--- src/rtl/rbe_pkg.sv ---
// Shared constants, types and command/status structs for the RNS base extension block
package rbe_pkg;

	localparam int NUM_BASE  = 4;
	localparam int NUM_FULL  = 8;
	localparam int FRAC_BITS = 48;
	localparam int NUM_CROSS = NUM_BASE * NUM_FULL;

	localparam int MOD_W   = 31;
	localparam int BW      = (NUM_BASE > 1) ? $clog2(NUM_BASE) : 1;
	localparam int JW      = $clog2(NUM_FULL);
	localparam int CW      = $clog2(NUM_CROSS);
	localparam int BIT_CW  = $clog2(MOD_W);
	localparam int FCW     = $clog2(FRAC_BITS);
	localparam int ALPHA_W = FRAC_BITS + $clog2(NUM_BASE + 1) + 3;
	localparam int R_W     = ALPHA_W - FRAC_BITS;

	localparam int S_TDATA_W = 72;
	localparam int S_TUSER_W = 3;
	localparam int M_TDATA_W = 40;
	localparam int CHAN_W    = 3;

	localparam logic KIND_TABLE   = 1'b0;
	localparam logic KIND_RESIDUE = 1'b1;

	localparam logic [1:0] TBL_MODULUS = 2'd0;
	localparam logic [1:0] TBL_INVERSE = 2'd1;
	localparam logic [1:0] TBL_CROSS   = 2'd2;
	localparam logic [1:0] TBL_PMOD    = 2'd3;

	typedef enum logic [3:0] {
		ST_IDLE,
		ST_T_MUL,
		ST_T_WAIT,
		ST_FRAC_GO,
		ST_FRAC_WAIT,
		ST_ROUND,
		ST_J_MUL,
		ST_J_WAIT,
		ST_P_MUL,
		ST_P_WAIT,
		ST_EMIT
	} state_t;

	typedef enum logic [1:0] {
		OP_T,
		OP_CROSS,
		OP_PROD
	} op_sel_t;

	typedef struct packed {
		logic          mm_start;
		op_sel_t       sel;
		logic          t_store;
		logic          frac_start;
		logic          alpha_clr;
		logic          round;
		logic          sum_clr;
		logic          sum_add;
		logic          out_load;
		logic [BW-1:0] i;
		logic [JW-1:0] j;
	} cmd_t;

	typedef struct packed {
		logic mm_done;
		logic frac_done;
		logic out_free;
	} sts_t;

endpackage

--- src/rtl/rbe_mulmod.sv ---
// Bit-serial modular multiplier: reduces a mod p, then interleaved a*b mod p, negated on neg
module rbe_mulmod (
	input  logic                      clk,
	input  logic                      arst_n,
	input  logic                      start,
	input  logic [rbe_pkg::MOD_W-1:0] a,
	input  logic [rbe_pkg::MOD_W-1:0] b,
	input  logic [rbe_pkg::MOD_W-1:0] p,
	input  logic                      neg,
	output logic                      done,
	output logic [rbe_pkg::MOD_W-1:0] result
);

	localparam int W = rbe_pkg::MOD_W;

	logic                        busy_q, phase_q, done_q, neg_q;
	logic [rbe_pkg::BIT_CW-1:0]  cnt_q;
	logic [W-1:0]                a_q, b_q, p_q, ar_q, acc_q, res_q;
	logic [W:0]                  sh0, red0;
	logic [W+1:0]                sh1, d1, d2;
	logic [W-1:0]                acc_nx;

	always_comb begin
		sh0  = {acc_q, a_q[cnt_q]};
		red0 = (sh0 >= {1'b0, p_q}) ? sh0 - {1'b0, p_q} : sh0;
		sh1  = {1'b0, acc_q, 1'b0} + (b_q[cnt_q] ? {2'b00, ar_q} : '0);
		d1   = (sh1 >= {2'b00, p_q}) ? sh1 - {2'b00, p_q} : sh1;
		d2   = (d1 >= {2'b00, p_q}) ? d1 - {2'b00, p_q} : d1;
		acc_nx = phase_q ? d2[W-1:0] : red0[W-1:0];
	end

	always_ff @(posedge clk or negedge arst_n) begin
		if (!arst_n) begin
			busy_q  <= 1'b0;
			phase_q <= 1'b0;
			done_q  <= 1'b0;
			cnt_q   <= '0;
		end else begin
			done_q <= 1'b0;
			if (start) begin
				busy_q  <= 1'b1;
				phase_q <= 1'b0;
				cnt_q   <= rbe_pkg::BIT_CW'(W - 1);
			end else if (busy_q) begin
				if (cnt_q == '0) begin
					cnt_q <= rbe_pkg::BIT_CW'(W - 1);
					if (phase_q) begin
						busy_q <= 1'b0;
						done_q <= 1'b1;
					end
					phase_q <= 1'b1;
				end else begin
					cnt_q <= cnt_q - 1'b1;
				end
			end
		end
	end

	always_ff @(posedge clk) begin
		if (start) begin
			a_q   <= a;
			b_q   <= b;
			p_q   <= p;
			neg_q <= neg;
			acc_q <= '0;
		end else if (busy_q) begin
			if (cnt_q == '0 && !phase_q) begin
				// hand the reduced multiplicand over and restart the accumulator
				ar_q  <= acc_nx;
				acc_q <= '0;
			end else begin
				acc_q <= acc_nx;
			end
			if (cnt_q == '0 && phase_q) begin
				if (p_q == '0)
					res_q <= '0;
				else if (neg_q && acc_nx != '0)
					res_q <= p_q - acc_nx;
				else
					res_q <= acc_nx;
			end
		end
	end

	assign done   = done_q;
	assign result = res_q;

endmodule

--- src/rtl/rbe_dp.sv ---
// Datapath: tables, residue store, multiplier, fraction divider, accumulators, output register
module rbe_dp (
	input  logic                              clk,
	input  logic                              arst_n,
	input  logic                              in_accept,
	input  logic                              kind,
	input  logic [1:0]                        tbl_sel,
	input  logic [4:0]                        index,
	input  logic [rbe_pkg::MOD_W-1:0]         table_value,
	input  logic signed [rbe_pkg::MOD_W-1:0]  residue,
	input  rbe_pkg::cmd_t                     cmd,
	output rbe_pkg::sts_t                     sts,
	output logic                              m_tvalid,
	input  logic                              m_tready,
	output logic [rbe_pkg::CHAN_W-1:0]        channel,
	output logic signed [rbe_pkg::MOD_W-1:0]  full_residue,
	output logic                              last_out
);

	localparam int W  = rbe_pkg::MOD_W;
	localparam int F  = rbe_pkg::FRAC_BITS;
	localparam int AW = rbe_pkg::ALPHA_W;
	localparam int RW = rbe_pkg::R_W;

	logic [W-1:0]        moduli_q [rbe_pkg::NUM_FULL];
	logic [W-1:0]        inv_q    [rbe_pkg::NUM_BASE];
	logic [W-1:0]        cross_q  [rbe_pkg::NUM_CROSS];
	logic [W-1:0]        pmod_q   [rbe_pkg::NUM_FULL];
	logic signed [W-1:0] ures_q   [rbe_pkg::NUM_BASE];
	logic signed [W-1:0] t_q      [rbe_pkg::NUM_BASE];

	logic signed [AW-1:0] alpha_q;
	logic signed [RW-1:0] r_q;
	logic [W-1:0]         sum_q;

	logic                 fbusy_q, fdone_q, fneg_q;
	logic [rbe_pkg::FCW-1:0] fcnt_q;
	logic [W-1:0]         frem_q, fp_q;
	logic [F-1:0]         fq_q;

	logic                 mv_q, last_q;
	logic [rbe_pkg::CHAN_W-1:0] chan_q;
	logic signed [W-1:0]  res_q;

	logic [W-1:0]         p_i, p_j, mm_a, mm_b, mm_p, mm_res;
	logic                 mm_neg, mm_done;
	logic [rbe_pkg::CW-1:0] ci;
	logic signed [W-1:0]  u_i, t_i;
	logic [W-1:0]         u_mag, t_mag;
	logic signed [RW-1:0] r_neg;
	logic [W:0]           frem2, fstep, sum2;
	logic [F:0]           fterm;
	logic [AW-1:0]        a_mag, a_rnd;
	logic [RW-1:0]        r_mag;
	logic signed [W:0]    v_raw, v_mod, t_cen, v_cen;

	always_comb begin
		p_i   = (int'(cmd.i) < rbe_pkg::NUM_FULL) ? moduli_q[rbe_pkg::JW'(cmd.i)] : '0;
		p_j   = moduli_q[cmd.j];
		ci    = rbe_pkg::CW'(int'(cmd.i) * rbe_pkg::NUM_FULL + int'(cmd.j));
		u_i   = ures_q[cmd.i];
		t_i   = t_q[cmd.i];
		u_mag = u_i[W-1] ? W'(-u_i) : W'(u_i);
		t_mag = t_i[W-1] ? W'(-t_i) : W'(t_i);
		r_neg = -r_q;
		case (cmd.sel)
			rbe_pkg::OP_CROSS: begin
				mm_a = t_mag; mm_b = cross_q[ci]; mm_p = p_j; mm_neg = t_i[W-1];
			end
			rbe_pkg::OP_PROD: begin
				mm_a = W'(r_q[RW-1] ? r_neg : r_q);
				mm_b = pmod_q[cmd.j]; mm_p = p_j; mm_neg = r_q[RW-1];
			end
			default: begin
				mm_a = u_mag; mm_b = inv_q[cmd.i]; mm_p = p_i; mm_neg = u_i[W-1];
			end
		endcase
		// centring of the base term modulo p_i
		t_cen = (mm_res > (p_i >> 1)) ? $signed({1'b0, mm_res}) - $signed({1'b0, p_i})
			: $signed({1'b0, mm_res});
		frem2 = {frem_q, 1'b0};
		fstep = (frem2 >= {1'b0, fp_q}) ? frem2 - {1'b0, fp_q} : frem2;
		fterm = {1'b0, fq_q} + ((frem2 >= {1'b0, fp_q}) ? (F + 1)'(1) : '0);
		a_mag = alpha_q[AW-1] ? AW'(-alpha_q) : AW'(alpha_q);
		a_rnd = a_mag + (AW'(1) << (F - 1));
		r_mag = a_rnd[AW-1:F];
		sum2  = {1'b0, sum_q} + {1'b0, mm_res};
		v_raw = $signed({1'b0, sum_q}) - $signed({1'b0, mm_res});
		v_mod = v_raw[W] ? v_raw + $signed({1'b0, p_j}) : v_raw;
		v_cen = (v_mod > $signed({2'b00, p_j[W-1:1]})) ? v_mod - $signed({1'b0, p_j}) : v_mod;
	end

	rbe_mulmod u_mulmod (
		.clk    (clk),
		.arst_n (arst_n),
		.start  (cmd.mm_start),
		.a      (mm_a),
		.b      (mm_b),
		.p      (mm_p),
		.neg    (mm_neg),
		.done   (mm_done),
		.result (mm_res)
	);

	// table, residue and base-term writes
	always_ff @(posedge clk) begin
		if (in_accept) begin
			if (kind == rbe_pkg::KIND_TABLE) begin
				case (tbl_sel)
					rbe_pkg::TBL_MODULUS:
						if (int'(index) < rbe_pkg::NUM_FULL)
							moduli_q[rbe_pkg::JW'(index)] <= table_value;
					rbe_pkg::TBL_INVERSE:
						if (int'(index) < rbe_pkg::NUM_BASE)
							inv_q[rbe_pkg::BW'(index)] <= table_value;
					rbe_pkg::TBL_CROSS:
						if (int'(index) < rbe_pkg::NUM_CROSS)
							cross_q[rbe_pkg::CW'(index)] <= table_value;
					default:
						if (int'(index) < rbe_pkg::NUM_FULL)
							pmod_q[rbe_pkg::JW'(index)] <= table_value;
				endcase
			end else if (int'(index) < rbe_pkg::NUM_BASE) begin
				ures_q[rbe_pkg::BW'(index)] <= residue;
			end
		end
		if (cmd.t_store)
			t_q[cmd.i] <= t_cen[W-1:0];
	end

	// fraction divider: |t_i| * 2^F / p_i, one quotient bit a cycle
	always_ff @(posedge clk or negedge arst_n) begin
		if (!arst_n) begin
			fbusy_q <= 1'b0;
			fdone_q <= 1'b0;
			fcnt_q  <= '0;
		end else begin
			fdone_q <= 1'b0;
			if (cmd.frac_start) begin
				fbusy_q <= 1'b1;
				fcnt_q  <= rbe_pkg::FCW'(F - 1);
			end else if (fbusy_q) begin
				if (fcnt_q == '0) begin
					fbusy_q <= 1'b0;
					fdone_q <= 1'b1;
				end else begin
					fcnt_q <= fcnt_q - 1'b1;
				end
			end
		end
	end

	always_ff @(posedge clk) begin
		if (cmd.frac_start) begin
			frem_q <= t_mag;
			fp_q   <= p_i;
			fneg_q <= t_i[W-1];
			fq_q   <= '0;
		end else if (fbusy_q) begin
			frem_q <= fstep[W-1:0];
			fq_q   <= {fq_q[F-2:0], frem2 >= {1'b0, fp_q}};
		end
		if (cmd.alpha_clr)
			alpha_q <= '0;
		else if (fdone_q && fp_q != '0)
			alpha_q <= fneg_q ? alpha_q - $signed(AW'(fterm)) : alpha_q + $signed(AW'(fterm));
		if (cmd.round)
			r_q <= alpha_q[AW-1] ? -$signed(r_mag) : $signed(r_mag);
		if (cmd.sum_clr)
			sum_q <= '0;
		else if (cmd.sum_add)
			sum_q <= (sum2 >= {1'b0, p_j}) ? W'(sum2 - {1'b0, p_j}) : sum2[W-1:0];
		if (cmd.out_load) begin
			chan_q <= rbe_pkg::CHAN_W'(cmd.j);
			res_q  <= v_cen[W-1:0];
			last_q <= (int'(cmd.j) == rbe_pkg::NUM_FULL - 1);
		end
	end

	always_ff @(posedge clk or negedge arst_n) begin
		if (!arst_n) begin
			mv_q <= 1'b0;
		end else if (cmd.out_load) begin
			mv_q <= 1'b1;
		end else if (m_tready) begin
			mv_q <= 1'b0;
		end
	end

	assign sts.mm_done   = mm_done;
	assign sts.frac_done = fdone_q;
	assign sts.out_free  = !mv_q || m_tready;

	assign m_tvalid     = mv_q;
	assign channel      = chan_q;
	assign full_residue = res_q;
	assign last_out     = last_q;

endmodule

--- src/rtl/rbe_ctrl.sv ---
// Controller: sequences the base terms, the rounding step and the per-channel sums
module rbe_ctrl (
	input  logic          clk,
	input  logic          arst_n,
	input  logic          in_valid,
	input  logic          conv_req,
	output logic          in_ready,
	input  rbe_pkg::sts_t sts,
	output rbe_pkg::cmd_t cmd
);

	rbe_pkg::state_t state_q, state_nx;
	logic [rbe_pkg::BW-1:0] i_q;
	logic [rbe_pkg::JW-1:0] j_q;
	logic i_last, j_last, start;

	assign i_last = (int'(i_q) == rbe_pkg::NUM_BASE - 1);
	assign j_last = (int'(j_q) == rbe_pkg::NUM_FULL - 1);
	assign start  = (state_q == rbe_pkg::ST_IDLE) && in_valid && conv_req;

	always_comb begin
		state_nx = state_q;
		unique case (state_q)
			rbe_pkg::ST_IDLE:      if (start) state_nx = rbe_pkg::ST_T_MUL;
			rbe_pkg::ST_T_MUL:     state_nx = rbe_pkg::ST_T_WAIT;
			rbe_pkg::ST_T_WAIT:    if (sts.mm_done) state_nx = rbe_pkg::ST_FRAC_GO;
			rbe_pkg::ST_FRAC_GO:   state_nx = rbe_pkg::ST_FRAC_WAIT;
			rbe_pkg::ST_FRAC_WAIT: if (sts.frac_done)
				state_nx = i_last ? rbe_pkg::ST_ROUND : rbe_pkg::ST_T_MUL;
			rbe_pkg::ST_ROUND:     state_nx = rbe_pkg::ST_J_MUL;
			rbe_pkg::ST_J_MUL:     state_nx = rbe_pkg::ST_J_WAIT;
			rbe_pkg::ST_J_WAIT:    if (sts.mm_done)
				state_nx = i_last ? rbe_pkg::ST_P_MUL : rbe_pkg::ST_J_MUL;
			rbe_pkg::ST_P_MUL:     state_nx = rbe_pkg::ST_P_WAIT;
			rbe_pkg::ST_P_WAIT:    if (sts.mm_done) state_nx = rbe_pkg::ST_EMIT;
			rbe_pkg::ST_EMIT:      if (sts.out_free)
				state_nx = j_last ? rbe_pkg::ST_IDLE : rbe_pkg::ST_J_MUL;
			default:               state_nx = rbe_pkg::ST_IDLE;
		endcase
	end

	always_comb begin
		cmd          = '0;
		cmd.sel      = rbe_pkg::OP_T;
		cmd.i        = i_q;
		cmd.j        = j_q;
		in_ready     = 1'b0;
		unique case (state_q)
			rbe_pkg::ST_IDLE: begin
				in_ready      = 1'b1;
				cmd.alpha_clr = start;
			end
			rbe_pkg::ST_T_MUL:    cmd.mm_start = 1'b1;
			rbe_pkg::ST_T_WAIT:   cmd.t_store = sts.mm_done;
			rbe_pkg::ST_FRAC_GO:  cmd.frac_start = 1'b1;
			rbe_pkg::ST_ROUND: begin
				cmd.round   = 1'b1;
				cmd.sum_clr = 1'b1;
			end
			rbe_pkg::ST_J_MUL: begin
				cmd.mm_start = 1'b1;
				cmd.sel      = rbe_pkg::OP_CROSS;
			end
			rbe_pkg::ST_J_WAIT: begin
				cmd.sel     = rbe_pkg::OP_CROSS;
				cmd.sum_add = sts.mm_done;
			end
			rbe_pkg::ST_P_MUL: begin
				cmd.mm_start = 1'b1;
				cmd.sel      = rbe_pkg::OP_PROD;
			end
			rbe_pkg::ST_P_WAIT:   cmd.sel = rbe_pkg::OP_PROD;
			rbe_pkg::ST_EMIT: begin
				cmd.sel      = rbe_pkg::OP_PROD;
				cmd.out_load = sts.out_free;
				cmd.sum_clr  = sts.out_free;
			end
			default: ;
		endcase
	end

	always_ff @(posedge clk or negedge arst_n) begin
		if (!arst_n) begin
			state_q <= rbe_pkg::ST_IDLE;
			i_q     <= '0;
			j_q     <= '0;
		end else begin
			state_q <= state_nx;
			case (state_q) inside
				rbe_pkg::ST_IDLE: if (start) i_q <= '0;
				rbe_pkg::ST_FRAC_WAIT, rbe_pkg::ST_J_WAIT: begin
					if ((state_q == rbe_pkg::ST_FRAC_WAIT ? sts.frac_done : sts.mm_done)
						&& !i_last)
						i_q <= i_q + 1'b1;
				end
				rbe_pkg::ST_ROUND: begin
					i_q <= '0;
					j_q <= '0;
				end
				rbe_pkg::ST_EMIT: if (sts.out_free) begin
					i_q <= '0;
					if (!j_last) j_q <= j_q + 1'b1;
				end
				default: ;
			endcase
		end
	end

endmodule

--- src/rtl/rns_base_extension.sv ---
// The time from the last residue to the last result is set by the shared bit-serial multiplier and
// the bit-serial fraction divider; table and residue requests are accepted only while idle.
// One conversion at a time; the final result may wait in the output register while new requests enter.
// Asynchronous active-low reset clears control state; tables hold no reset value until written.
module rns_base_extension (
	input  logic                              clk,
	input  logic                              arst_n,
	input  logic                              s_tvalid,
	output logic                              s_tready,
	input  logic [rbe_pkg::S_TDATA_W-1:0]     s_tdata,  // index, table_value, residue
	input  logic [rbe_pkg::S_TUSER_W-1:0]     s_tuser,  // kind, table_sel
	input  logic                              s_tlast,
	output logic                              m_tvalid,
	input  logic                              m_tready,
	output logic [rbe_pkg::M_TDATA_W-1:0]     m_tdata,  // channel, full_residue
	output logic                              m_tlast
);

	rbe_pkg::cmd_t cmd;
	rbe_pkg::sts_t sts;
	logic [rbe_pkg::CHAN_W-1:0]       channel;
	logic signed [rbe_pkg::MOD_W-1:0] full_residue;
	logic in_accept, conv_req;

	assign in_accept = s_tvalid && s_tready;
	assign conv_req  = (s_tuser[0] == rbe_pkg::KIND_RESIDUE) && s_tlast;

	rbe_ctrl u_ctrl (
		.clk      (clk),
		.arst_n   (arst_n),
		.in_valid (s_tvalid),
		.conv_req (conv_req),
		.in_ready (s_tready),
		.sts      (sts),
		.cmd      (cmd)
	);

	rbe_dp u_dp (
		.clk          (clk),
		.arst_n       (arst_n),
		.in_accept    (in_accept),
		.kind         (s_tuser[0]),
		.tbl_sel      (s_tuser[2:1]),
		.index        (s_tdata[4:0]),
		.table_value  (s_tdata[35:5]),
		.residue      (s_tdata[66:36]),
		.cmd          (cmd),
		.sts          (sts),
		.m_tvalid     (m_tvalid),
		.m_tready     (m_tready),
		.channel      (channel),
		.full_residue (full_residue),
		.last_out     (m_tlast)
	);

	assign m_tdata = {6'b0, full_residue, channel};

endmodule

--- config.mk ---
export PLATFORM = sky130hd
export DESIGN_NAME = rns_base_extension
export DESIGN_NICKNAME = d
export VERILOG_FILES = /design/src/rtl/rbe_pkg.sv /design/src/rtl/rbe_mulmod.sv /design/src/rtl/rbe_dp.sv /design/src/rtl/rbe_ctrl.sv /design/src/rtl/rns_base_extension.sv
export SDC_FILE = /design/constraint.sdc
export NUM_CORES = 2
export LEC_CHECK = 0
export ABC_AREA = 0
export BUFFER_PORTS_ARGS = -buffer_cell sky130_fd_sc_hd__buf_2
export CORE_UTILIZATION = 35
export CTS_CLUSTER_DIAMETER = 100
export DETAILED_ROUTE_END_ITERATION = 8
export PLACE_DENSITY = 0.52
export REMOVE_ABC_BUFFERS = 1
export SETUP_SLACK_MARGIN = 0.5
export SLEW_MARGIN = 10
export SYNTH_ARGS = -nofsm -noshare
export SYNTH_HDL_FRONTEND = slang
export SYNTH_HIERARCHICAL = 1
export SYNTH_SLANG_ARGS = --single-unit
--- constraint.sdc ---
create_clock -name clk -period 17.8 [get_ports clk]
set_input_delay 2.67 -clock clk [delete_from_list [all_inputs] [get_ports clk]]
set_output_delay 2.67 -clock clk [all_outputs]
set_load 0.01 [all_outputs]
==> results.tsv <==
stage	metric	value	unit
status	status	finished, final reports clean	
final_layout	n_fill_cell	31348	
timing	tightest_slew	1300	ps
placement	dpl.hpwl	237	mm
routing	ant_nets	0	
clocking	cts_made_buffers	267	
hold_path	min_from	u_dp/alpha_q[9]$_SDFFE_PP0P_	
placement	dp_slack	1690	ps
placement	dp.cells	13169	
timing	slew_violations	0	
clocking	post-cts-setup-buffers	0	
clocking	ctsHoldBuffers	0	
logic_synthesis	async_reset_ff_share	1.13	%
final_layout	syn_to_final_growth	12.5	%
clocking	clock_sinks	2310	
critical_path	slowest_stage	dfrtp_1	
floorplanning	start_util	35.3	%
timing	holdWs	477	ps
final_layout	nets	9504	
global_route	grt_first_pass_wirelength	513	mm
critical_path	required	18390	ps
floorplanning	pin_count	123	
flow_run	cap_viol_max_count	0	
placement	place_area	0.125	mm2
logic_synthesis	synthesis.area	0.119	mm2
floorplanning	dieArea	0.343	mm2
timing	worst_slack	1530	ps
final_layout	final_area	0.134	mm2
logic_synthesis	yosysTopAreaCell	edfxtp_1	
logic_synthesis	syn_area_per_cell	13.5	um2
logic_synthesis	synth_seq_cells	2310	
critical_path	r2r_end	u_dp/u_mulmod/result[28]$_SDFFCE_PN0P_	
routing	drtPass1Iterations	6	
global_route	antenna_found_initial	33	
final_layout	drive_above_1_share	17.0	%
logic_synthesis	synthDistinctLibCells	127	
pwr	peakVddDrop	74.7	uV
pwr	power_leakage	45.3	nW
routing	wirelength	350	mm
critical_path	crit_fanout	19	
timing	timing.final.crit_share	91.4	%
timing	finalSetupViolCount	0	
final_layout	finish.utilization	39.7	%
logic_synthesis	synth_ff_type	edfxtp_1	
critical_path	arrival	16860	ps
critical_path	crit_path_end_kind	flop	
final_layout	seq_area	0.0676	mm2
placement	routabilityCongestion	0.925	
global_route	grt_usage	20.1	%
timing	fin_skew	72.4	ps
routing	wl_per_cell	25.7	um
timing	slew_headroom	11.3	%
logic_synthesis	synth_top_cell_area_share	53.4	%
clocking	insertion_delay	900	ps
critical_path	cpPeakStageDelay	1110	ps
placement	portBuffers	111	
critical_path	critPathKind	flop to flop	
routing	drcViolationCount	0	
logic_synthesis	synth_cells	8799	
routing	drt_iter0_markers	6493	
global_route	grt-ovfl-total	0	
critical_path	worstSetupPathDepth	53	
logic_synthesis	yosysWarnings	6	
clocking	htreeDepth	5	
floorplanning	fp.coreArea	0.338	mm2
final_layout	multi_input_area	0.0490	mm2
critical_path	crit_end	u_dp/u_mulmod/result[28]$_SDFFCE_PN0P_	
clocking	cts_tree	yes	
clocking	cts_root_buffer	clkbuf_16	
hold_path	hold_class	flop to flop	
timing	finalCriticalPeriod	16270	ps
timing	hold_violations	0	
timing	fmax	61.5	MHz
critical_path	crit_start	u_dp/u_mulmod/cnt_q[1]$_DFFE_PN0P_	
pwr	powerDensity	85.0	mW/mm2
floorplanning	dieWidth	585	um
timing	tns	0	ps
critical_path	startpoint_type	flop	
global_route	grt_start_max_net_pins	131	
clocking	cts_buffer_depth	4	
final_layout	layout.cells.non_filler	13646	
logic_synthesis	synth_edf_count	2120	
routing	via_per_inst	5.54	
critical_path	reg2reg_from	u_dp/u_mulmod/cnt_q[1]$_DFFE_PN0P_	
clocking	ctsResizeCount	0	
logic_synthesis	ys_seq_area_share	56.7	%
global_route	grt_pass1_vias	75796	
logic_synthesis	yosys-top-cells-count	edfxtp_1 (2120), a21oi_1 (621), mux4_2 (574)	
critical_path	critPathBufInv	5	
routing	vias	75644	
logic_synthesis	synth_most_common_cell	edfxtp_1	
logic_synthesis	synth_area_leaders	edfxtp_1 (53%), mux4_2 (11%), ha_1 (5.1%)	
critical_path	reg2reg_slack	1530	ps
floorplanning	die_h	585	um
floorplanning	row_count	213	
timing	rsz0062_at_grt	false	
critical_path	crit_family	compound AO/OA/AOI/OAI gates	
critical_path	reg2reg_depth	53	
clocking	clkTransAtPathRegs	60	ps
pwr	total_power	11.4	mW
placed cells by master, fill, tap and decap left out, types with 39 or more instances in the layout:
| cell type | count |
|---|---|
| edfxtp_1 | 2120 |
| a21oi_1 | 621 |
| mux4_2 | 574 |
| nor2_1 | 506 |
| ha_1 | 486 |
| nand2_1 | 483 |
| inv_1 | 401 |
| xnor2_1 | 330 |
| o21ai_0 | 325 |
| clkbuf_16 | 274 |
| xor2_1 | 174 |
| a21o_1 | 164 |
| dfxtp_1 | 164 |
| buf_4 | 143 |
| mux2_2 | 143 |
| nor3_1 | 131 |
| nand3_1 | 128 |
| buf_2 | 111 |
| mux2i_1 | 110 |
| nor2b_1 | 89 |
| a211oi_1 | 88 |
| o21a_1 | 88 |
| a31oi_1 | 84 |
| nand4_1 | 81 |
| or3_1 | 70 |
| nor4_1 | 69 |
| and3_1 | 64 |
| nand2b_1 | 63 |
| o21bai_1 | 63 |
| nor2_4 | 58 |
| clkinv_1 | 57 |
| clkbuf_1 | 47 |
| and2_1 | 46 |
| a221oi_1 | 43 |
| o211ai_1 | 42 |
| clkinv_2 | 39 |
per-layer routing:
metal  GRT usage, %  wire (um)
met1           26.4     150000
met2           34.6     173000
met3           2.76      17200
met4           5.43       9430
met5              0        193
cell families after synthesis:
logic type / Yosys count / share of synthesized area [%]
fa+ha+maj: 510 / 5.42
mux: 832 / 13.2
xor+xnor: 506 / 3.73
buf+inv: 817 / 2.71
compound gates: 1861 / 10.1
flops: 2310 / 56.7
other cells: 1 / 0.00315
simple gates: 1962 / 8.10
where the power goes:
group | switching (mW) | total, mW | internal, mW
combinational | 0.0732 | 0.0809 | 0.00765
sequential | 0 | 5.90 | 5.90
clock | 2.24 | 5.40 | 3.17
total | 2.31 | 11.4 | 9.08
layout make-up:
cell class	instances	area share, %
flip-flops and latches	2310	50.5
multi-input cells	5677	36.5
clock buffers	325	5.29
well taps	4515	4.22
repair buffers	259	1.29
inverters	408	1.14
clock inverters	146	1.06
diodes	6	0.0112
sequential cells by signal (all words and copies together), names as in the netlist, 48 cells and up:
register and cells:
u_dp/pmod_q 248, u_dp/moduli_q 248, u_dp/t_q 124, u_dp/inv_q 124, u_dp/ures_q 124, u_dp/cross_q 992
u_dp/fq_q 48, u_dp/alpha_q 54
worst reg2reg max path: cells and delay by family (launching register included):
family / cells / cell delay, ps
DFF: 1 / 1110
and+or+nand+nor: 12 / 2400
muxes: 5 / 2390
adders and majority gates: 5 / 1570
xor gates and xnor gates: 1 / 360
buffers and inverters: 5 / 1040
AOI/OAI and AO/OA: 25 / 7120
worst min-delay path by stage:
stage	cells past startpoint	to
2_1_floorplan	2	u_dp/alpha_q[33]$_SDFFE_PP0P_
3_3_place_gp	2	u_dp/alpha_q[20]$_SDFFE_PP0P_
3_5_place_dp	2	u_dp/alpha_q[39]$_SDFFE_PP0P_
4_1_cts	2	u_dp/alpha_q[9]$_SDFFE_PP0P_
5_1_grt	2	u_dp/alpha_q[31]$_SDFFE_PP0P_
6_report	2	u_dp/alpha_q[9]$_SDFFE_PP0P_
Power figures use the tool's default switching activity.
